$ cat src/rtl/clb_pkg.sv
// Package for the clipped line rasterizer with max blend.
// Holds shared constants, register indexes, the controller state type and the
// command and status bundles. No dependencies.
package clb_pkg;

    // Default geometry, handed to the top level as parameter defaults.
    localparam int DEF_MAX_WIDTH  = 128;
    localparam int DEF_MAX_HEIGHT = 128;
    localparam int DEF_COORD_BITS = 12;

    // Fixed field widths.
    localparam int CFG_BITS      = 8;
    localparam int CFG_ADDR_BITS = 1;
    localparam int SHADE_BITS    = 8;
    localparam int PIXEL_BITS    = 8;

    localparam logic [CFG_BITS-1:0] FRAME_SIZE_RESET = 8'd128;

    // Configuration register indexes.
    localparam logic [CFG_ADDR_BITS-1:0] REG_FRAME_WIDTH  = 1'b0;
    localparam logic [CFG_ADDR_BITS-1:0] REG_FRAME_HEIGHT = 1'b1;

    // Function codes carried in the input tuser.
    localparam logic FUNC_READ = 1'b1;

    // Controller states.
    typedef enum logic [2:0] {
        ST_CLEAR,
        ST_IDLE,
        ST_SETUP,
        ST_DRAW,
        ST_READ,
        ST_RESP
    } clb_state_t;

    // Commands from the controller to the datapath.
    typedef struct packed {
        logic load;      // capture the input beat
        logic setup;     // compute line deltas and the initial error term
        logic step;      // advance the line walker by one pixel
        logic px_issue;  // issue a read-modify-write of the current pixel
        logic rd_issue;  // issue a plain read of the current pixel
        logic out_load;  // load the result register
    } clb_cmd_t;

    // Status from the datapath to the controller.
    typedef struct packed {
        logic clear_busy;  // frame store clearing pass still running
        logic at_end;      // walker sits on the line end point
        logic is_read;     // captured item is a pixel read
    } clb_status_t;

endpackage

$ cat src/rtl/clb_ctrl.sv
// Controller state machine of the line rasterizer.
// Sequences clearing, draw walks, pixel reads and the result handshake.
// Depends on clb_pkg.
module clb_ctrl (
    input  logic                aclk,
    input  logic                aresetn,
    input  logic                in_valid,
    output logic                in_ready,
    output logic                out_valid,
    input  logic                out_ready,
    input  clb_pkg::clb_status_t status,
    output clb_pkg::clb_cmd_t    cmd
);
    import clb_pkg::*;

    clb_state_t state_reg;
    clb_state_t state_next;
    logic       out_valid_reg;
    logic       out_valid_next;

    // State and result-valid registers.
    always_ff @(posedge aclk) begin
        if (!aresetn) begin
            state_reg     <= ST_CLEAR;
            out_valid_reg <= 1'b0;
        end else begin
            state_reg     <= state_next;
            out_valid_reg <= out_valid_next;
        end
    end

    // Next state and commands.
    always_comb begin
        state_next = state_reg;
        cmd        = '0;
        in_ready   = 1'b0;
        case (state_reg)
            ST_CLEAR: begin
                if (!status.clear_busy) begin
                    state_next = ST_IDLE;
                end
            end
            ST_IDLE: begin
                in_ready = 1'b1;
                if (in_valid) begin
                    cmd.load   = 1'b1;
                    state_next = ST_SETUP;
                end
            end
            ST_SETUP: begin
                cmd.setup = 1'b1;
                if (status.is_read) begin
                    state_next = ST_READ;
                end else begin
                    state_next = ST_DRAW;
                end
            end
            ST_READ: begin
                cmd.rd_issue = 1'b1;
                state_next   = ST_RESP;
            end
            ST_DRAW: begin
                // The last pixel's write lands during the response cycle.
                cmd.px_issue = 1'b1;
                if (status.at_end) begin
                    state_next = ST_RESP;
                end else begin
                    cmd.step = 1'b1;
                end
            end
            ST_RESP: begin
                if (!out_valid_reg || out_ready) begin
                    cmd.out_load = 1'b1;
                    state_next   = ST_IDLE;
                end
            end
            default: begin
                state_next = ST_CLEAR;
            end
        endcase
    end

    // The result register holds its beat until the sink takes it.
    always_comb begin
        out_valid_next = out_valid_reg;
        if (cmd.out_load) begin
            out_valid_next = 1'b1;
        end else if (out_ready) begin
            out_valid_next = 1'b0;
        end
    end

    assign out_valid = out_valid_reg;

endmodule

$ cat config.mk
export PLATFORM = sky130hd
export DESIGN_NAME = clb_ctrl
export DESIGN_NICKNAME = d
export VERILOG_FILES = /design/src/rtl/clb_pkg.sv /design/src/rtl/clb_ctrl.sv
export SDC_FILE = /design/constraint.sdc
export NUM_CORES = 1
export LEC_CHECK = 0
export ABC_AREA = 1
export BUFFER_PORTS_ARGS = -buffer_cell sky130_fd_sc_hd__buf_2
export CAP_MARGIN = 20
export CORE_AREA = 2 2 39 41
export CTS_CLUSTER_SIZE = 14
export DETAILED_ROUTE_END_ITERATION = 8
export DIE_AREA = 0 0 41 43
export GPL_TIMING_DRIVEN = 0
export MAX_ROUTING_LAYER = met4
export REMOVE_ABC_BUFFERS = 1
export SYNTH_ARGS = -nofsm -noshare
export SYNTH_HDL_FRONTEND = slang
export SYNTH_SLANG_ARGS = --single-unit
$ cat constraint.sdc
create_clock -name aclk -period 1 [get_ports aclk]
set_input_delay 0.15 -clock aclk [delete_from_list [all_inputs] [get_ports aclk]]
set_output_delay 0.15 -clock aclk [all_outputs]
set_load 0.05 [all_outputs]
# Word level (Yosys, flattened, before mapping)
# Cells that the tools add are included.
word_totals:
  register_bits: 4
  input_bits: 7
classes:
  n_eq_ne: 9
  muxes: 17
  reduce_logical: 5
ops:
  columns: ["op", "n"]
  rows:
  - ["$pmux 3 s6", 1]
  - ["$mux 3", 5]
  - ["$mux 1", 10]
  - ["$ne 2x2->1 const B", 4]
  - ["$eq 3x2->1 const B", 2]
  - ["$eq 3x3->1 const B", 2]
  - ["$reduce_and 4->1", 1]
  - ["$eq 3x1->1 const B", 1]
  - ["$logic_not 3->1", 1]
  - ["$mux 2", 1]
  - ["$reduce_bool 2->1", 1]
  - ["$logic_not 1->1", 1]
  - ["$logic_or 1x1->1", 1]

# Depth between registers and ports, before layout
# Gate-level depths: netlist of run 1.
logic_depth:
  word_depth: 5
  ltp_mapped: 9
  depth_no_buf: 9

# Worst setup path after synthesis of run 1
# No wires, ideal clock.
synth_path:
  kind: "flip-flop to flip-flop"
  from: "register state_reg[0]"
  to: "register state_reg[2]"
  arrival_ps: 1544
  slack_ps: -657
  path_stages_with_launch: 8
  period_less_slack_ps: 1657
  path_cell_list: "dfxtp_1 nand2_2 nor2_1 nand2_1 nand2_1 nor2_2 nor2_1 nor2_1"
synth_via:
  elab_chain_cells: 3
synth_rtl:
  columns: ["element", "line", "rtl"]
  rows:
  - ["start: declaration", "clb_ctrl.sv:16", "clb_state_t state_reg;"]
  - ["start signal: assignment", "clb_ctrl.sv:27", "state_reg <= state_next;"]
  - ["$eq 3x3->1, or another cell as far along", "clb_ctrl.sv:37", "case (state_reg)"]
  - ["$ne 2x2->1 (no source line)", null, null]
  - ["$reduce_and 4->1 (no source line)", null, null]
# Several ways; a longest one is shown, not always the timed one.
# A chain may end at the register's enable or synchronous reset.

==> results.md, run 1 <==
- Number of vias per cell: 4.35
- Delay-heaviest family, CP: flip-flops
- Number of max-cap violations: 0
- Maximum clock rate: 837 MHz
- Worst path required time: 0.85 ns
- Synthesized instance count: 59
- GRT Residual Overflow: 0
- Max FFs per register: 3
- Initial DRC count: 3
- PD cells: 3240 nW/um^2
- Number of top-level pins: 15
- Maximum clock path buffer count: 2
- Worst hold path type: in2reg
- Row Count: 14
- Largest net degree at the start of global routing: 7
- Top Layer Used: met3
- Port Buf Inserts: 14
- Register area share after synthesis: 0.249
- Metal3 WL: between 40 and 50 um
- Status: finished with violations
- Finish-stage setup viols: 10
- Drt wl/cell: 9.56 um
- Final Hold Fails: 0
- Die area: 1760 um^2
- Flop2flop setup slack: -0.17 ns
- First-pass GRT wire length: 1.27 mm
- Met2 WL: 507 um
- Post-synth cell types: 13
- PnR worst setup slack: -0.194 ns
- CTS tree: yes
- Antenna viol nets, final: 0
- Slowest CP cell: dfxtp_4
- Detailed Route WL: 918 um
- H-tree Lvls: 1
- Clock Latency Late Sink: ~0.23 ns
- Area grow syn2layout: 95.7%
- Final Critical Period: 1.19 ns
- Core footprint: 1380 um^2
- Final Wtd Congestion: 0.748
- Leak pwr: 0.323 nW
- CP Buf/Inv Count: 2
- Clock skew: 0.000761 ns
- Crit-path cells: inv_6 -> nand3_4 -> nor2_4 -> buf_8
- Fin Hold WS: ~0.16 ns
- Dpl hpwl: 625 um
- Chip height: 43 um
- Yosys warns: 0
- Cts hold-fix bufs: 0
- Reg clk slew, reported paths: roughly 0.040 ns
- Slew at the pin closest to its max-slew limit: 0.245 ns
- Max-slew headroom: 0.838
- Critical path class: reg2out
- Crit Path Max Fanout: 6
- Global Route Usage Sum: 0.107
- Slowest stage delay, CP: 0.38 ns
- Die X: 41 um
- Count of non-filler cells in the finished layout: 96
- CP arrival: 1.04 ns
- Avg Cell Area, Syn: 5.45 um^2
- Final nets: 89
- Layout cell share with drive strength beyond 1: 0.550
- Final period util: 1.19
- Initial Util: 0.232
- Unrepaired setup endpoints after global routing: true
- CTS root buf: clkbuf_4
- FF+latch count, synth: 4
- Vias in the first global route: 372
- DRT Pass-1 Iters: 2
- Crit end category: primary output
- DRC: 0
- Peak supply drop: 1.28 mV
- Synthesized cell area: ~320 um^2
- Vias: 418
- Antenna violations before repair: 0
- Failing checks: setup timing
- Max Slew Vio Count: 0
- Inserted Clock Buffers: 3
- Setup crit start kind: register
- Clk sink count: 4
- N_diodes: 0
- Met1 WL: ~360 um
- Placed Cells: 88
- Total power: roughly 0.0020 W
## metrics by stage
step | worst slack (ns) | utilization | TNS (ns) | area [um^2]
after global routing | -0.252 | 0.455 | -2.18 | 629
after global placement | -0.188 | 0.292 | -1.27 | 404
after floorplan | -0.657 | - | -4.10 | 314
final | -0.194 | 0.455 | -1.71 | 629
after detailed placement | -0.191 | 0.292 | -1.33 | 404
after CTS | -0.215 | 0.401 | -1.92 | 556
## cell usage after synthesis (all sizes together)
cell type  instances  area (um^2)
a21oi              2         10.0
o21ai              1         5.00
nand3              7         35.0
inv               10         37.5
dfxtp              4         80.1
nor3               1         10.0
nand2             12         52.6
clkinv             1         3.75
buf                1         7.51
nor2              20         80.1
## layout by cell type, fill, tap and decap left out, drive strengths merged
cell    instances
clkbuf          3
o21ai           1
nand3           7
inv            11
dfxtp           4
buf            19
nand2          12
a21oi           2
nor2           20
nor3            1
## power breakdown
part           switching [W]  total, W  internal [W]
Sequential          0.000164  0.000416      0.000253
Combinational       0.000866   0.00143      0.000564
Clock              0.0000580  0.000192      0.000134
## cell families (layout without fill, tap and decap cells)
kind of cell	after synthesis	after routing	synth area share
simple gates	40	40	0.552
buf+inv	12	33	0.152
flops	4	4	0.249
compound gates	3	3	0.0467
## worst register-to-register path, cell delays in order (launching register included)
cell and delay [ns]:
dfxtp_4 0.42, inv_6 0.07, buf_6 0.12, nand2_4 0.05
nor2_4 0.04, inv_2 0.05, nand2_2 0.05, nor2_4 0.12
nand2_1 0.06, nand2_1 0.06, inv_1 0.03
## worst paths after layout
check                    start            to  cells after the start
setup / recovery  state_reg[2]        cmd[5]                      4
hold / removal         aresetn  state_reg[1]                      3
hold reg to reg      out_valid     out_valid                      2
setup reg to reg  state_reg[2]  state_reg[0]                     10
## metal layers
metal / GRT usage / up-vias
met5: - / -
met4: 0.0600 / 0
li1: - / 222
met1: 0.109 / 186
met3: 0.0157 / 0
met2: 0.181 / 10
## cell type report
type | count | area (um^2)
multi-input combinational | 43 | 282
fill | 147 | 754
timing repair buffer | 19 | 163
tap | 16 | 20.0
clock buffer | 3 | 22.5
sequential | 4 | 91.3
inverter | 11 | 51.3
## repair_timing
action | 4_1_cts | 5_1_grt
endpoints found under the setup margin | 10 | 10
setup buffers | 4 | 1
gates resized for setup | 32 | 16
pin swaps | 3 | 6
Note: power is estimated with default switching activity, not from simulation.
==> inputs of run 2 (changes only) <==
CTS_BUF_LIST = sky130_fd_sc_hd__clkbuf_16   (was default)
==> run 2 against run 1 <==
Net effect: the flow still finishes with violations (setup timing); die area is the same; first-iteration DRC count unchanged; largest power group unchanged; clock power rose to 3.2 times the previous value; critical endpoint is now cmd[1].
==> results.md, run 2 (synthesized netlist as in run 1, its figures left out) <==
- Status: finished with violations
- Failing checks: setup timing
- Hold-critical path depth: 3
- Slowest stage delay, CP: roughly 0.37 ns
- Flop2flop setup slack: -0.12 ns
- Final nets: 88
- Inserted Clock Buffers: 3
- Largest net degree at the start of global routing: 7
- Final Critical Period: approximately 1.2 ns
- Slowest CP cell: dfxtp_4
- Commonest non-fill, non-tap cell in the layout: nor2_1
- Sw power: 0.00109 W
- Die X: between 40 and 50 um
- Worst hold path type: in2reg
- Maximum clock path buffer count: 2
- Layout cell share with drive strength beyond 1: 0.519
- Clock skew: 0.00203 ns
- Core footprint: between 1000 and 1500 um^2
- Final Hold Fails: 0
- Critical path class: reg2out
- Crit-path cells: inv_2 -> nand2_4 -> nor2_2 -> buf_6
- Combined flip-flop and latch cell area: approximately 91 um^2
- CP Launch Point: state_reg[0]
- Max-slew headroom: 0.838
- R2R cell count: 8
- RR Endpoint: state_reg[2]
- Dpl hpwl: 625 um
- Crit Path Max Fanout: 5
- DRC: 0
- Most frequent cells in the layout: nor2_1 (13), nand2_1 (8), inv_1 (7), buf_2 (7)
- Peak supply drop: 1.26 mV
- Max Slew Vio Count: 0
- Finish-stage setup viols: 10
- Delay-heaviest family, CP: flip-flops
- Clock Latency Late Sink: around 0.22 ns
- Number of top-level pins: 15
- Internal Power: 0.00127 W
- Leak pwr: 0.336 nW
- Maximum clock rate: 836 MHz
- Drt wl/cell: 9.51 um
- Antenna viol nets, final: 0
- H-tree Lvls: 1
- Vias in the first global route: 372
- Port Buf Inserts: 14
- Sequential power share: 0.177
- Vias: 418
- CP Buf/Inv Count: 2
- Multi-input logic area: 269 um^2
- PnR worst setup slack: -0.196 ns
- N_diodes: 0
- Clock group share of total power: 0.262
- Chip height: around 43 um
- CTS tree: yes
- Design Area, Final: 658 um^2
- Crit end category: primary output
- Max FFs per register: 3
- PD cells: 3590 nW/um^2
- Switch share: 0.462
- Number of vias per cell: 4.40
- Final period util: 1.20
- Area grow syn2layout: 105%
- FF-to-FF Start: state_reg[0]
- Setup TNS Final: -1.49 ns
- Antenna violations before repair: 0
- Fillers: 140
- DRT Pass-1 Iters: 4
- Global Route Usage Sum: 0.126
- Clk sink count: 4
- Reg clk slew, reported paths: around 0.03 ns
- Post-layout util: 0.476
- Slew at the pin closest to its max-slew limit: 0.245 ns
- Hold EP: state_reg[1]
- Post-DP Area: 404 um^2
- Worst path required time: 0.85 ns
- Detailed Route WL: approximately 900 um
- Row Count: 14
- First-pass GRT wire length: 1.35 mm
- Initial Util: 0.232
- Die area: 1760 um^2
- Final Wtd Congestion: 0.748
- Initial DRC count: 3
- Gate power share: 0.561
- Setup crit start kind: register
- GRT Residual Overflow: 0
- HP Start: aresetn
- CTS root buf: clkbuf_16
- Unrepaired setup endpoints after global routing: true
- Number of max-cap violations: 0
- CP arrival: 1.05 ns
-- run 2: cell count changes in the layout (fill, tap and decap cells not counted) --
| cell | delta |
|---|---|
| inv_2 | -1 |
| clkinv_1 | +1 |
| nand2_4 | -1 |
| nand2_1 | +1 |
| buf_6 | -1 |
| clkbuf_16 | +3 |
| clkbuf_4 | -3 |
| nor2_2 | +1 |
| nor2_4 | -1 |
-- run 2: layout make-up --
cell class                 count  share of cell area
multi-input combinational     43               0.409
timing repair buffer          18               0.230
sequential                     4               0.139
clock buffer                   3               0.114
inverter                      11              0.0779
tap                           16              0.0304
-- run 2: how the worst max path moves through the flow --
stage                         endpoint  depth (start not counted)
final                           cmd[1]                          4
after floorplan           state_reg[2]                          7
after global routing      state_reg[2]                          7
after global placement    state_reg[1]                          7
after CTS                       cmd[5]                          4
after detailed placement  state_reg[1]                          7
-- run 2: routing by layer --
layer	part of all wire	vias to the layer above	global-route usage
met1	0.40	182	0.113
met2	0.49	13	0.188
met4	0.047	0	0.140
li1	-	219	-
met5	0	-	-
met3	0.069	4	0.0314
-- run 2: power by group through the flow --
stage	sequential (W)	combinational, W	clock (W)
after floorplan	0.000314	0.000726	0
after global placement	0.000317	0.000906	0
after detailed placement	0.000319	0.000910	0
after CTS	0.000403	0.00126	0.000634
after global routing	0.000430	0.00143	0.000640
final	0.000418	0.00133	0.000620
-- run 2: repair_timing --
item | CTS | global route
buffers inserted | 3 | 1
setup endpoints to repair | 10 | 10
pin swaps | 4 | 3
gates resized for setup | 37 | 6
hold buffers | 0 | 0
-- run 2: worst register-to-register path, stage by stage, from the launching register on --
cell      delay (ns)
dfxtp_4         0.37
inv_2           0.09
nand2_4         0.07
nor2_4          0.12
clkinv_1        0.07
nand2_1         0.11
nor2_4          0.05
nor2_1          0.08
nor2_1          0.05
-- run 2: per-stage QoR --
stage	hold slack, ns	power, W	setup slack [ns]	std cells
2_1_floorplan	0.271	0.00104	-0.657	58
3_3_place_gp	0.405	0.00122	-0.188	88
3_5_place_dp	0.407	0.00123	-0.191	88
4_1_cts	0.162	0.00229	-0.198	94
5_1_grt	0.194	0.00250	-0.226	95
6_report	0.162	0.00236	-0.196	95
==> inputs of run 3 (changes only) <==
REMOVE_ABC_BUFFERS = default   (was 1)
==> run 3 against run 2 <==
Net effect: the flow still finishes with violations (setup timing); cell area increased by 1.1%; flip-flop and latch count stayed put; setup slack worse by 0.0084 ns; sequential share of layout area about the same; core utilization rose by 0.54 points; register-to-register slack is essentially flat; clock skew grew 0.0019 ns; non-clock buffer count fell by 2; largest cell class unchanged; largest power group unchanged.
==> results.md, run 3 (synthesized netlist as in run 1, its figures left out) <==
- Final Critical Period: between 1 and 1.5 ns
- Row Count: 14
- Drt wl/cell: 9.26 um
- Maximum clock rate: just over 800 MHz
- Internal Power: 0.00127 W
- Setup crit start kind: register
- Number of vias per cell: 4.40
- Gate power share: 0.557
- Core footprint: 1380 um^2
- Port Buf Inserts: 14
- GRT Residual Overflow: 0
- Flop2flop setup slack: -0.13 ns
- Critical path class: reg2out
- Peak supply drop: 1.61 mV
- Total power: 0.00238 W
- Antenna violations before repair: 0
- First-pass GRT wire length: around 1.4 mm
- Layout cell share with drive strength beyond 1: 0.551
- Switch share: 0.468
- Failing checks: setup timing
- Die area: 1760 um^2
- Vias: 414
- FF-to-FF Start: state_reg[0]
- Area grow syn2layout: 107%
- Worst hold path type: in2reg
- Final Hold Fails: 0
- Fillers: 138
- Global Route Usage Sum: 0.124
- Hold-critical path depth: 3
- Initial DRC count: 1
- Number of max-cap violations: 0
- Fin Hold WS: 0.165 ns
- Syn_nets: 66
- Reg clk slew, reported paths: 0.03 ns
- Status: finished with violations
- Final Wtd Congestion: 0.761
- Max Slew Vio Count: 0
- Leak pwr: between 0.3 and 0.4 nW
- Die X: 41 um
- Commonest non-fill, non-tap cell in the layout: nor2_1
- Detailed Route WL: 870 um
- CTS root buf: clkbuf_16
- Place WS: -0.403 ns
- Most frequent cells in the layout: nor2_1 (12), nand2_1 (8), inv_1 (7), buf_2 (7), nor2_4 (6)
- Setup TNS Final: -1.62 ns
- Vias in the first global route: 388
- Crit end category: primary output
- R2R cell count: 7
- Clk sink count: 4
- Maximum clock path buffer count: 2
- Final nets: 86
- Inserted Clock Buffers: 3
- PD cells: 3570 nW/um^2
- N_diodes: 0
- DRC: 0
- Initial Util: 0.232
- Crit Path Max Fanout: 5
- Sw power: 0.00111 W
- DRT Pass-1 Iters: 4
- CP arrival: 1.05 ns
- Clock group share of total power: 0.264
- Unrepaired setup endpoints after global routing: true
- Final period util: 1.20
- Combined flip-flop and latch cell area: 92.6 um^2
- Chip height: roughly 43 um
- Max FFs per register: 3
- Number of top-level pins: 15
- Clock Latency Late Sink: 0.23 ns
- Dpl hpwl: slightly below 700 um
- Clock skew: approximately 0.0039 ns
- H-tree Lvls: 1
- Finish-stage setup viols: 10
- Hold EP: state_reg[1]
- HP Start: aresetn
- Multi-input logic area: approximately 280 um^2
- Sequential power share: 0.179
- CTS tree: yes
- Worst path required time: 0.85 ns
- Max-slew headroom: 0.838
- Antenna viol nets, final: 0
- RR Endpoint: state_reg[2]
- Slew at the pin closest to its max-slew limit: between 0.2 and 0.25 ns
- Largest net degree at the start of global routing: 8
- PnR worst setup slack: -0.205 ns
-- run 3: how the worst max path moves through the flow --
stage	from	cells after the start	slack, ns	end
floorplan	state_reg[0]	6	-0.28	state_reg[1]
global placement	state_reg[2]	7	-0.38	state_reg[1]
detailed placement	state_reg[2]	7	-0.40	state_reg[1]
CTS	state_reg[0]	3	-0.20	cmd[3]
global route	state_reg[0]	3	-0.24	cmd[3]
finish	state_reg[1]	4	-0.20	cmd[1]
-- run 3: worst max-delay path: stages (launching register included) --
cell	delay, ns
dfxtp_4	0.36
inv_4	0.10
nand2_4	0.08
nor2_4	0.12
buf_6	0.16
-- run 3: power by group through the flow --
stage / sequential [W] / clock (W) / combinational, W
final: 0.000426 / 0.000627 / 0.00133
after global routing: 0.000436 / 0.000655 / 0.00144
after CTS: 0.000423 / 0.000643 / 0.00132
after detailed placement: 0.000364 / 0 / 0.000995
after global placement: 0.000363 / 0 / 0.000987
after floorplan: 0.000358 / 0 / 0.000807
-- run 3: layer usage --
| layer | up-vias | part of all wire | GRT usage |
|---|---|---|---|
| met2 | 13 | 0.49 | 0.191 |
| li1 | 216 | - | - |
| met5 | - | 0 | - |
| met3 | 5 | 0.047 | 0.0314 |
| met1 | 180 | 0.42 | 0.115 |
| met4 | 0 | 0.048 | 0.120 |
-- run 3: area by class of cell --
cell class              instances  share of cell area
clock buffers                   3               0.113
flip-flops and latches          4               0.139
well taps                      16              0.0301
clock inverters                 1             0.00564
multi-input cells              43               0.423
repair buffers                 16               0.211
inverters                      11              0.0789
-- run 3: stage by stage --
step,cell area (um^2),cells,util
5_1_grt,666,94,0.481
3_5_place_dp,454,89,0.328
2_1_floorplan,364,59,-
4_1_cts,662,94,0.478
3_3_place_gp,454,89,0.328
6_report,666,94,0.481
-- run 3: timing repair --
action,in CTS,in global routing
gates resized for setup,36,1
buffers inserted,2,0
pin swaps,3,0
cloned,0,0
endpoints found under the setup margin,10,10
hold buffers,0,0
