$ cat src/rtl/clb_pkg.sv
// Package for the clipped line rasterizer with max blend.
// Holds shared constants, register indexes, the controller state type and the
// command and status bundles. No dependencies.
package clb_pkg;

    // Default geometry, handed to the top level as parameter defaults.
    localparam int DEF_MAX_WIDTH  = 128;
    localparam int DEF_MAX_HEIGHT = 128;
    localparam int DEF_COORD_BITS = 12;

    // Fixed field widths.
    localparam int CFG_BITS      = 8;
    localparam int CFG_ADDR_BITS = 1;
    localparam int SHADE_BITS    = 8;
    localparam int PIXEL_BITS    = 8;

    localparam logic [CFG_BITS-1:0] FRAME_SIZE_RESET = 8'd128;

    // Configuration register indexes.
    localparam logic [CFG_ADDR_BITS-1:0] REG_FRAME_WIDTH  = 1'b0;
    localparam logic [CFG_ADDR_BITS-1:0] REG_FRAME_HEIGHT = 1'b1;

    // Function codes carried in the input tuser.
    localparam logic FUNC_READ = 1'b1;

    // Controller states.
    typedef enum logic [2:0] {
        ST_CLEAR,
        ST_IDLE,
        ST_SETUP,
        ST_DRAW,
        ST_READ,
        ST_RESP
    } clb_state_t;

    // Commands from the controller to the datapath.
    typedef struct packed {
        logic load;      // capture the input beat
        logic setup;     // compute line deltas and the initial error term
        logic step;      // advance the line walker by one pixel
        logic px_issue;  // issue a read-modify-write of the current pixel
        logic rd_issue;  // issue a plain read of the current pixel
        logic out_load;  // load the result register
    } clb_cmd_t;

    // Status from the datapath to the controller.
    typedef struct packed {
        logic clear_busy;  // frame store clearing pass still running
        logic at_end;      // walker sits on the line end point
        logic is_read;     // captured item is a pixel read
    } clb_status_t;

endpackage

$ cat src/rtl/clb_line_dp.sv
// Line walker datapath: endpoint registers, Bresenham error term and the
// clipping test and store address of the current pixel. Depends on clb_pkg.
module clb_line_dp #(
    parameter int MAX_WIDTH  = clb_pkg::DEF_MAX_WIDTH,
    parameter int MAX_HEIGHT = clb_pkg::DEF_MAX_HEIGHT,
    parameter int COORD_BITS = clb_pkg::DEF_COORD_BITS,
    localparam int ADDR_BITS = $clog2(MAX_WIDTH * MAX_HEIGHT)
) (
    input  logic                              aclk,
    input  clb_pkg::clb_cmd_t                 cmd,
    input  logic                              in_func,
    input  logic signed [COORD_BITS-1:0]      in_start_x,
    input  logic signed [COORD_BITS-1:0]      in_start_y,
    input  logic signed [COORD_BITS-1:0]      in_end_x,
    input  logic signed [COORD_BITS-1:0]      in_end_y,
    input  logic [clb_pkg::SHADE_BITS-1:0]    in_shade,
    input  logic [clb_pkg::CFG_BITS-1:0]      active_w,
    input  logic [clb_pkg::CFG_BITS-1:0]      active_h,
    output logic                              at_end,
    output logic                              is_read,
    output logic [ADDR_BITS-1:0]              pix_addr,
    output logic                              pix_inside,
    output logic [clb_pkg::SHADE_BITS-1:0]    shade
);
    import clb_pkg::*;

    localparam int D_BITS   = COORD_BITS + 1;
    localparam int E_BITS   = COORD_BITS + 3;
    localparam int X_BITS   = $clog2(MAX_WIDTH);
    localparam int Y_BITS   = $clog2(MAX_HEIGHT);
    localparam int CMP_BITS = (COORD_BITS - 1 > CFG_BITS) ? COORD_BITS - 1 : CFG_BITS;
    localparam int XY_BITS  = (X_BITS > Y_BITS) ? X_BITS : Y_BITS;
    localparam int EXT_BITS = (COORD_BITS > XY_BITS) ? COORD_BITS : XY_BITS;
    localparam logic [COORD_BITS-1:0] COORD_ONE = 1;

    logic signed [COORD_BITS-1:0] x_reg;
    logic signed [COORD_BITS-1:0] y_reg;
    logic signed [COORD_BITS-1:0] xe_reg;
    logic signed [COORD_BITS-1:0] ye_reg;
    logic [SHADE_BITS-1:0]        shade_reg;
    logic                         func_reg;
    logic signed [D_BITS-1:0]     dx_reg;
    logic signed [D_BITS-1:0]     dy_reg;
    logic                         stepx_reg;
    logic                         stepy_reg;
    logic signed [E_BITS-1:0]     err_reg;

    logic signed [D_BITS-1:0]     diff_x;
    logic signed [D_BITS-1:0]     diff_y;
    logic signed [D_BITS-1:0]     abs_x;
    logic signed [D_BITS-1:0]     abs_y;
    logic signed [E_BITS-1:0]     err_init;
    logic signed [E_BITS-1:0]     twice;
    logic signed [E_BITS-1:0]     dx_e;
    logic signed [E_BITS-1:0]     dy_e;
    logic                         move_x;
    logic                         move_y;
    logic signed [E_BITS-1:0]     err_next;
    logic signed [COORD_BITS-1:0] x_next;
    logic signed [COORD_BITS-1:0] y_next;
    logic [EXT_BITS-1:0]          x_ext;
    logic [EXT_BITS-1:0]          y_ext;
    logic                         x_inside;
    logic                         y_inside;

    // Deltas: dx is |end_x - x|, dy is -|end_y - y|.
    always_comb begin
        diff_x   = D_BITS'(xe_reg) - D_BITS'(x_reg);
        diff_y   = D_BITS'(ye_reg) - D_BITS'(y_reg);
        abs_x    = diff_x[D_BITS-1] ? -diff_x : diff_x;
        abs_y    = diff_y[D_BITS-1] ? -diff_y : diff_y;
        err_init = E_BITS'(abs_x) - E_BITS'(abs_y);
    end

    // One Bresenham step; both axes may move in the same cycle.
    always_comb begin
        twice    = err_reg <<< 1;
        dx_e     = E_BITS'(dx_reg);
        dy_e     = E_BITS'(dy_reg);
        move_x   = (twice >= dy_e);
        move_y   = (twice <= dx_e);
        err_next = err_reg + (move_x ? dy_e : E_BITS'(0)) + (move_y ? dx_e : E_BITS'(0));
        x_next   = x_reg;
        y_next   = y_reg;
        if (move_x) begin
            x_next = stepx_reg ? x_reg + COORD_ONE : x_reg - COORD_ONE;
        end
        if (move_y) begin
            y_next = stepy_reg ? y_reg + COORD_ONE : y_reg - COORD_ONE;
        end
    end

    // Endpoint, walker and error registers.
    always_ff @(posedge aclk) begin
        if (cmd.load) begin
            x_reg     <= in_start_x;
            y_reg     <= in_start_y;
            xe_reg    <= in_end_x;
            ye_reg    <= in_end_y;
            shade_reg <= in_shade;
            func_reg  <= in_func;
        end else if (cmd.step) begin
            x_reg   <= x_next;
            y_reg   <= y_next;
            err_reg <= err_next;
        end
        if (cmd.setup) begin
            dx_reg    <= abs_x;
            dy_reg    <= -abs_y;
            stepx_reg <= !diff_x[D_BITS-1] && (diff_x != '0);
            stepy_reg <= !diff_y[D_BITS-1] && (diff_y != '0);
            err_reg   <= err_init;
        end
    end

    // Clipping test against the active frame and the row-major store address.
    always_comb begin
        x_inside   = !x_reg[COORD_BITS-1]
                     && (CMP_BITS'(x_reg[COORD_BITS-2:0]) < CMP_BITS'(active_w));
        y_inside   = !y_reg[COORD_BITS-1]
                     && (CMP_BITS'(y_reg[COORD_BITS-2:0]) < CMP_BITS'(active_h));
        pix_inside = x_inside && y_inside;
        x_ext      = EXT_BITS'(x_reg);
        y_ext      = EXT_BITS'(y_reg);
        pix_addr   = ADDR_BITS'(y_ext[Y_BITS-1:0]) * ADDR_BITS'(MAX_WIDTH)
                     + ADDR_BITS'(x_ext[X_BITS-1:0]);
    end

    assign at_end  = (x_reg == xe_reg) && (y_reg == ye_reg);
    assign is_read = (func_reg == FUNC_READ);
    assign shade   = shade_reg;

endmodule

$ cat config.mk
export PLATFORM = sky130hd
export DESIGN_NAME = clb_line_dp
export DESIGN_NICKNAME = d
export VERILOG_FILES = /design/src/rtl/clb_pkg.sv /design/src/rtl/clb_line_dp.sv
export SDC_FILE = /design/constraint.sdc
export NUM_CORES = 1
export LEC_CHECK = 0
export ABC_AREA = 1
export BUFFER_PORTS_ARGS = -buffer_cell sky130_fd_sc_hd__buf_2
export CAP_MARGIN = 25
export CORE_MARGIN = 2
export CORE_UTILIZATION = 27
export DETAILED_ROUTE_END_ITERATION = 6
export GPL_ROUTABILITY_DRIVEN = 0
export HOLD_SLACK_MARGIN = 0.05
export PLACE_DENSITY_LB_ADDON = 0.12
export SYNTH_ARGS = -nofsm -noshare
export SYNTH_HDL_FRONTEND = slang
export SYNTH_SLANG_ARGS = --single-unit
$ cat constraint.sdc
create_clock -name aclk -period 6.3 [get_ports aclk]
set_clock_uncertainty 0.1 [all_clocks]
set_input_delay 1.89 -clock aclk [delete_from_list [all_inputs] [get_ports aclk]]
set_output_delay 1.89 -clock aclk [all_outputs]
set_load 0.02 [all_outputs]
==> Word level (Yosys, flattened, before mapping) <==
Cells that the tools add are included.
Widths: inputs -> output; s select.
{ "op_classes": {"reduce_logical": 19, "n_mux": 15, "n_eq_ne": 3, "add_sub_neg": 13, "magnitude_cmp": 4} }
{ "ops": {"columns": ["cell", "count"], "rows": [
  ["$mux 12", 8],
  ["$mux 15", 5],
  ["$neg 13->13", 3],
  ["$add 15x15->15", 2],
  ["$mux 13", 2],
  ["$reduce_bool 13->1", 2],
  ["$sub 12x12->13", 2],
  ["$add 12x1->12 const B", 2],
  ["$eq 12x12->1", 2],
  ["$sub 12x1->12 const B", 2],
  ["$lt 11x8->1", 2],
  ["$ge 15x13->1", 1],
  ["$le 15x13->1", 1],
  ["$add 14x7->14", 1],
  ["$sub 13x13->14", 1],
  ["$reduce_bool 2->1", 4],
  ["$logic_and 1x1->1", 6],
  ["$reduce_and 2->1", 3],
  ["$logic_not 1->1", 4],
  ["$ne 2x2->1 const B", 1]
]} }
{ "totals": {"wordCells": 65, "in_bits": 80, "out_inout_bits": 25, "reg_bits": 100} }

==> Longest topological paths before layout <==
Gate-level depths: netlist (run 1).
{ "depth": {"depth_word": 7, "mapped_depth": 30} }

==> Least setup slack after synthesis (run 1) <==
No wires, ideal clock.
{ "synth_timing": {"kind": "input to output", "startpoint": "in active_w[2] in the netlist's numbering", "endpoint": "out pix_inside", "setup_slack_ns": 1.204, "t_arrival_ns": 3.106, "cell_stages": 10, "cell_sequence": "inv_1 -> ha_1 -> a21oi_1 -> nand2_1 -> a21oi_1 -> nor2_1 -> o21ai_0 -> nand2_1 -> a21oi_1 -> o221a_2"} }
{ "synth_between": {"elab_chain_cells": 3} }
{ "synth_rtl": {"columns": ["item", "line_no", "rtl"], "rows": [
  ["start, declared", "clb_line_dp.sv:17", "input logic [clb_pkg::CFG_BITS-1:0] active_w,"],
  ["$lt 11x8->1", "clb_line_dp.sv:119", "&& (CMP_BITS'(x_reg[COORD_BITS-2:0]) < CMP_BITS'(active_w));"],
  ["$logic_and 1x1->1", "clb_line_dp.sv:119", null],
  ["$logic_and 1x1->1", "clb_line_dp.sv:122", "pix_inside = x_inside && y_inside;"],
  ["end, declared", "clb_line_dp.sv:22", "output logic pix_inside,"]
]} }
No other way between the ends.

==> Worst setup path after layout (run 1) <==
{ "layout_timing": {"startpoint": "in active_h[2] in the netlist's numbering", "endpoint": "out pix_inside"} }
{ "layout_between": {"elab_chain_cells": 3} }
{ "layout_rtl": {"columns": ["item", "line_no", "rtl"], "rows": [
  ["start, declared", "clb_line_dp.sv:18", "input logic [clb_pkg::CFG_BITS-1:0] active_h,"],
  ["$lt 11x8->1", "clb_line_dp.sv:121", "&& (CMP_BITS'(y_reg[COORD_BITS-2:0]) < CMP_BITS'(active_h));"],
  ["$logic_and 1x1->1", "clb_line_dp.sv:121", null],
  ["$logic_and 1x1->1", "clb_line_dp.sv:122", null]
]} }
No other way between the ends.

==> flow_metrics.env, run 1 <==
export IMPL_grt_usage_pct=14.6
export IMPL_synthMuxAreaShare_pct=0.105
export IMPL_vias_per_cell=4.42
export IMPL_yosysSeqAreaShare_pct=31.1
export IMPL_mostFrequentLayoutCells="nand2_1, inv_1, ha_1, buf_2, edfxtp_1"
export IMPL_synth_avg_cell_area_sq_um=7.57
export IMPL_final_common_cell="nand2_1"
export IMPL_ff2ff_setup_slack_ns=1.20
export IMPL_slew_viol_final=0
export IMPL_status="finished clean"
export IMPL_clock_path_buffers=2
export IMPL_synth_edf_count=99
export IMPL_tns_ns=0
export IMPL_start_util_pct=27.5
export IMPL_grt_antenna_before_repair=2
export IMPL_area_delta_synth_final_pct=13.1
export IMPL_grt_pass1_vias=8048
export IMPL_initialDrtViolationCount=354
export IMPL_synth_compound_area_share_pct=10.1
export IMPL_antenna_left=0
export IMPL_drc_errors=0
export IMPL_rows=68
export IMPL_nets=1568
export IMPL_drive_gt1_share_pct=12.9
export IMPL_synthXorXnorAreaFrac_pct=2.92
export IMPL_r2r_start="err_reg[5]$_DFFE_PP_"
export IMPL_portBuffers=101
export IMPL_slew_headroom_pct=42.6
export IMPL_cts_sinks=99
export IMPL_finalCritPeriodShare_pct=88.7
export IMPL_crit_arrival_ns=3.60
export IMPL_rsz0062_at_grt="no"
export IMPL_num_io_pins=105
export IMPL_cts_resized=0
export IMPL_numCtsBuffers=9
export IMPL_wl_um=26000
export IMPL_htreeDepth=3
export IMPL_worstSetupStartpoint="active_h[2]"
export IMPL_min_path_type="reg -> reg"
export IMPL_tritoncts="done"
export IMPL_overflow=0
export IMPL_path_max_fanout=2
export IMPL_start_kind="input pin"
export IMPL_post_cts_buffers=0
export IMPL_clkTransAtPathRegs_ns=0.07
export IMPL_ys_ff_latch=99
export IMPL_crit_path_end="pix_inside"
export IMPL_required_ns=4.31
export IMPL_worstMarginPinSlew_ns=0.861
export IMPL_path_class="in -> out"
export IMPL_syn_area_sq_um=9560
export IMPL_fillCellCount=3824
export IMPL_syn_nets=1476
export IMPL_worstReg2RegEnd="err_reg[11]$_DFFE_PP_"
export IMPL_grt_max_degree=44
export IMPL_design_die_area_sq_um=36900
export IMPL_die_y_um=192
export IMPL_synthAdderAreaFrac_pct=18.9
export IMPL_hpwlAfterDp_um=21400
export IMPL_hold_buffers=0
export IMPL_routedWlPerCell_um=14.3
export IMPL_crit_path_end_kind="primary output"
export IMPL_finalSetupViolCount=0
export IMPL_maxCapViolCount=0
export IMPL_fmax_mhz=179
export IMPL_yosys_warnings=0
export IMPL_async_flop_share_pct=0
export IMPL_synth_cell_types=44
export IMPL_final_hold_violation_count=0
export IMPL_dr_total_vias=8040
export IMPL_period_needed_ns=5.59
export IMPL_grt_pass1_wl_um=41700
export IMPL_largest_reg_flops=14
export IMPL_firstDrtPassIters=4
export IMPL_reg2reg_depth=22
export IMPL_coreArea_sq_um=34700
export IMPL_cts_root_buf="clkbuf_16"
export IMPL_die_w_um=192
export IMPL_synthFlopType="edfxtp_1"
export IMPL_synth_simple_area_share_pct=26.4
export IMPL_worst_skew_pair_late_latency_ns=0.36
export IMPL_synth_cells=1263
export IMPL_synth_top_family_by_area="simple AND/OR/NAND/NOR gates"
[Yosys cell counts (14+ instances only)]
master    instances  area, sq um
a21oi_1          86          430
nor2_1           83          312
ha_1            114         1430
edfxtp_1         99         2970
nand2_2          15         93.8
buf_4            14          105
nand2_1         338         1270
nand3_1          77          385
xor2_1           23          201
o21ai_0          46          230
nand4_1          17          106
fa_1             19          380
inv_1           218          818
[per-stage QoR]
stage               hold WS, ns  cells  util, %  instance area (sq um)  setup WS (ns)
floorplan                 0.581   1263        -                   9560           1.20
global placement          0.698   1799     30.3                  10500          0.669
detailed placement        0.699   1799     30.3                  10500          0.665
CTS                       0.710   1815     31.1                  10800          0.659
global route              0.759   1815     31.1                  10800          0.545
finish                    0.708   1817     31.1                  10800          0.711
[kinds of logic (layout without fill, tap and decap cells)]
group,Yosys count,after routing
buffers and inverters,247,344
other,0,2
XOR/XNOR,31,31
adder cells (fa/ha/maj),133,133
AO/OA/AOI/OAI,170,170
flip-flops,99,99
AND/OR/NAND/NOR,582,582
multiplexers,1,1
[area by class of cell]
class / count / area, sq um / share of cell area [%]
flip-flops and latches: 99 / 2970 / 27.5
clock buffers: 9 / 225 / 2.08
repair buffers: 106 / 543 / 5.02
clock inverters: 7 / 68.8 / 0.637
inverters: 222 / 833 / 7.71
well taps: 455 / 569 / 5.27
multi-input cells: 917 / 5590 / 51.7
diodes: 2 / 5.00 / 0.0463
[how the worst min path moves through the flow]
| stage | startpoint | endpoint | slack (ns) | cells after the start |
|---|---|---|---|---|
| 4_1_cts | x_ext[0]$_DFFE_PP_ | x_ext[0]$_DFFE_PP_ | 0.71 | 1 |
| 2_1_floorplan | x_ext[0]$_DFFE_PP_ | x_ext[0]$_DFFE_PP_ | 0.58 | 1 |
| 5_1_grt | x_ext[0]$_DFFE_PP_ | x_ext[0]$_DFFE_PP_ | 0.76 | 1 |
| 6_report | x_ext[0]$_DFFE_PP_ | x_ext[0]$_DFFE_PP_ | 0.71 | 1 |
| 3_3_place_gp | x_ext[0]$_DFFE_PP_ | x_ext[0]$_DFFE_PP_ | 0.70 | 1 |
| 3_5_place_dp | x_ext[0]$_DFFE_PP_ | x_ext[0]$_DFFE_PP_ | 0.70 | 1 |
[worst max-delay path, stage by stage]
cell,delay (ns)
buf_2,0.08
inv_1,0.03
ha_1,0.29
a21oi_1,0.14
nand2_1,0.07
a21oi_1,0.13
nor2_1,0.05
o21ai_0,0.13
nand2_1,0.06
a21oi_1,0.27
o221a_2,0.28
buf_2,0.17
[per-layer routing]
metal / vias up / global-route usage [%] / share of wire [%]
met1: 3618 / 19.5 / 50
met3: 15 / 2.23 / 2.5
met4: 0 / 2.88 / 1.0
met2: 95 / 24.9 / 47
li1: 4312 / - / -
met5: - / 0 / 0
Power of run 1 is left out: the tool's default activity adds up to more than one toggle a clock period on the data nets, which glitch-free logic cannot reach.
==> run 2, diff against run 1 <==
Clock period 6.3 ns to 6 ns, I/O delays scaled along.
==> run 2 against run 1 <==
Sequential share of layout area barely moved; first-iteration DRC count increased by 29%; register-to-register slack worse by 0.14 ns; utilization about the same; largest cell class unchanged.
==> flow_metrics.env, run 2 (same netlist as run 1, synthesis figures left out) <==
export IMPL_routedWlPerCell_um=14.2
export IMPL_slew_headroom_pct=38.8
export IMPL_largest_reg_flops=14
export IMPL_hold_depth=2
export IMPL_final_hold_violation_count=0
export IMPL_slew_viol_final=0
export IMPL_finalSetupViolCount=0
export IMPL_start_kind="input pin"
export IMPL_area_delta_synth_final_pct=13.2
export IMPL_maxCapViolCount=0
export IMPL_crit_path_end_kind="primary output"
export IMPL_grt_usage_pct=14.7
export IMPL_placed_area_sq_um=10500
export IMPL_required_ns=4.10
export IMPL_start_util_pct=27.5
export IMPL_fmax_mhz=185
export IMPL_clock_path_buffers=2
export IMPL_design_area_sq_um=10800
export IMPL_drc_errors=0
export IMPL_initialDrtViolationCount=456
export IMPL_portBuffers=101
export IMPL_hpwlAfterDp_um=21400
export IMPL_dp_worst_setup_slack_ns=0.536
export IMPL_mostFrequentLayoutCells="nand2_1, inv_1, ha_1, buf_2, edfxtp_1"
export IMPL_worst_slack_ns=0.581
export IMPL_r2r_start="x_ext[0]$_DFFE_PP_"
export IMPL_nets=1570
export IMPL_grt_pass1_wl_um=42000
export IMPL_finalCritPeriodShare_pct=90.3
export IMPL_num_io_pins=105
export IMPL_wl_um=25800
export IMPL_final_common_cell="nand2_1"
export IMPL_reg2reg_depth=26
export IMPL_place_inst=1801
export IMPL_worst_skew_pair_late_latency_ns=0.37
export IMPL_rows=68
export IMPL_post_cts_buffers=0
export IMPL_drive_gt1_share_pct=13.1
export IMPL_antenna_left=0
export IMPL_worstMarginPinSlew_ns=0.917
export IMPL_min_path_type="reg -> reg"
export IMPL_die_w_um=192
export IMPL_grt_antenna_before_repair=1
export IMPL_cts_resized=0
export IMPL_rsz0062_at_grt="no"
export IMPL_path_max_fanout=2
export IMPL_worst_hold_path_endpoint="y_ext[0]$_DFFE_PP_"
export IMPL_vias_per_cell=4.43
export IMPL_min_delay_start="y_ext[0]$_DFFE_PP_"
export IMPL_hold_buffers=0
export IMPL_fin_cells=1818
export IMPL_dr_total_vias=8062
export IMPL_crit_arrival_ns=3.52
export IMPL_tritoncts="done"
export IMPL_status="finished clean"
export IMPL_tns_ns=0
export IMPL_grt_max_degree=44
export IMPL_firstDrtPassIters=4
export IMPL_cts_sinks=99
export IMPL_numCtsBuffers=9
export IMPL_die_y_um=192
export IMPL_period_needed_ns=5.42
export IMPL_worstReg2RegEnd="err_reg[11]$_DFFE_PP_"
export IMPL_grt_pass1_vias=8217
export IMPL_design_die_area_sq_um=36900
export IMPL_clkTransAtPathRegs_ns=0.08
export IMPL_overflow=0
export IMPL_htreeDepth=3
export IMPL_cts_root_buf="clkbuf_16"
export IMPL_path_class="in -> out"
export IMPL_ff2ff_setup_slack_ns=1.06
export IMPL_coreArea_sq_um=34700
run 2: cell count changes in the layout (fill, tap and decap cells not counted), sizes merged:
cell	delta
diode	-1
buf	+2
run 2: worst max-delay path: stages:
cell and delay, ns:
buf_2 0.07, inv_1 0.03, ha_1 0.30, a21oi_1 0.17, nand2_1 0.07, a21oi_1 0.13
nor2_1 0.05, o21ai_0 0.14, nand2_1 0.07, a21oi_1 0.26, o221a_2 0.26, buf_2 0.17
run 2: layout make-up:
| class | instances | area (sq um) |
|---|---|---|
| diodes | 1 | 2.50 |
| well taps | 455 | 569 |
| repair buffers | 108 | 558 |
| multi-input cells | 917 | 5590 |
| fillers | 3829 | 23900 |
| inverters | 222 | 833 |
| flip-flops and latches | 99 | 2970 |
| clock buffers | 9 | 225 |
| clock inverters | 7 | 68.8 |
run 2: worst max-delay path by stage:
stage / from / to / slack (ns) / cells past startpoint
CTS: active_h[2] / pix_inside / 0.52 / 12
global route: active_h[2] / pix_inside / 0.36 / 12
floorplan: active_w[2] / pix_inside / 1.08 / 10
detailed placement: active_h[2] / pix_inside / 0.54 / 12
global placement: active_h[2] / pix_inside / 0.50 / 12
finish: active_h[2] / pix_inside / 0.58 / 12
run 2: through the flow:
| step | util [%] | hold WS [ns] |
|---|---|---|
| CTS | 31.2 | 0.645 |
| floorplan | - | 0.581 |
| detailed placement | 30.3 | 0.636 |
| global route | 31.2 | 0.663 |
| global placement | 30.3 | 0.633 |
| finish | 31.2 | 0.637 |
run 2: layer usage:
| layer | up-vias | routed length [um] | global-route usage [%] |
|---|---|---|---|
| met5 | - | 0 | 0 |
| met4 | 0 | 469 | 4.35 |
| met3 | 22 | 697 | 2.25 |
| met2 | 114 | 12000 | 25.3 |
| met1 | 3615 | 12600 | 19.1 |
| li1 | 4311 | - | - |
Power of run 2 is left out for the same reason.
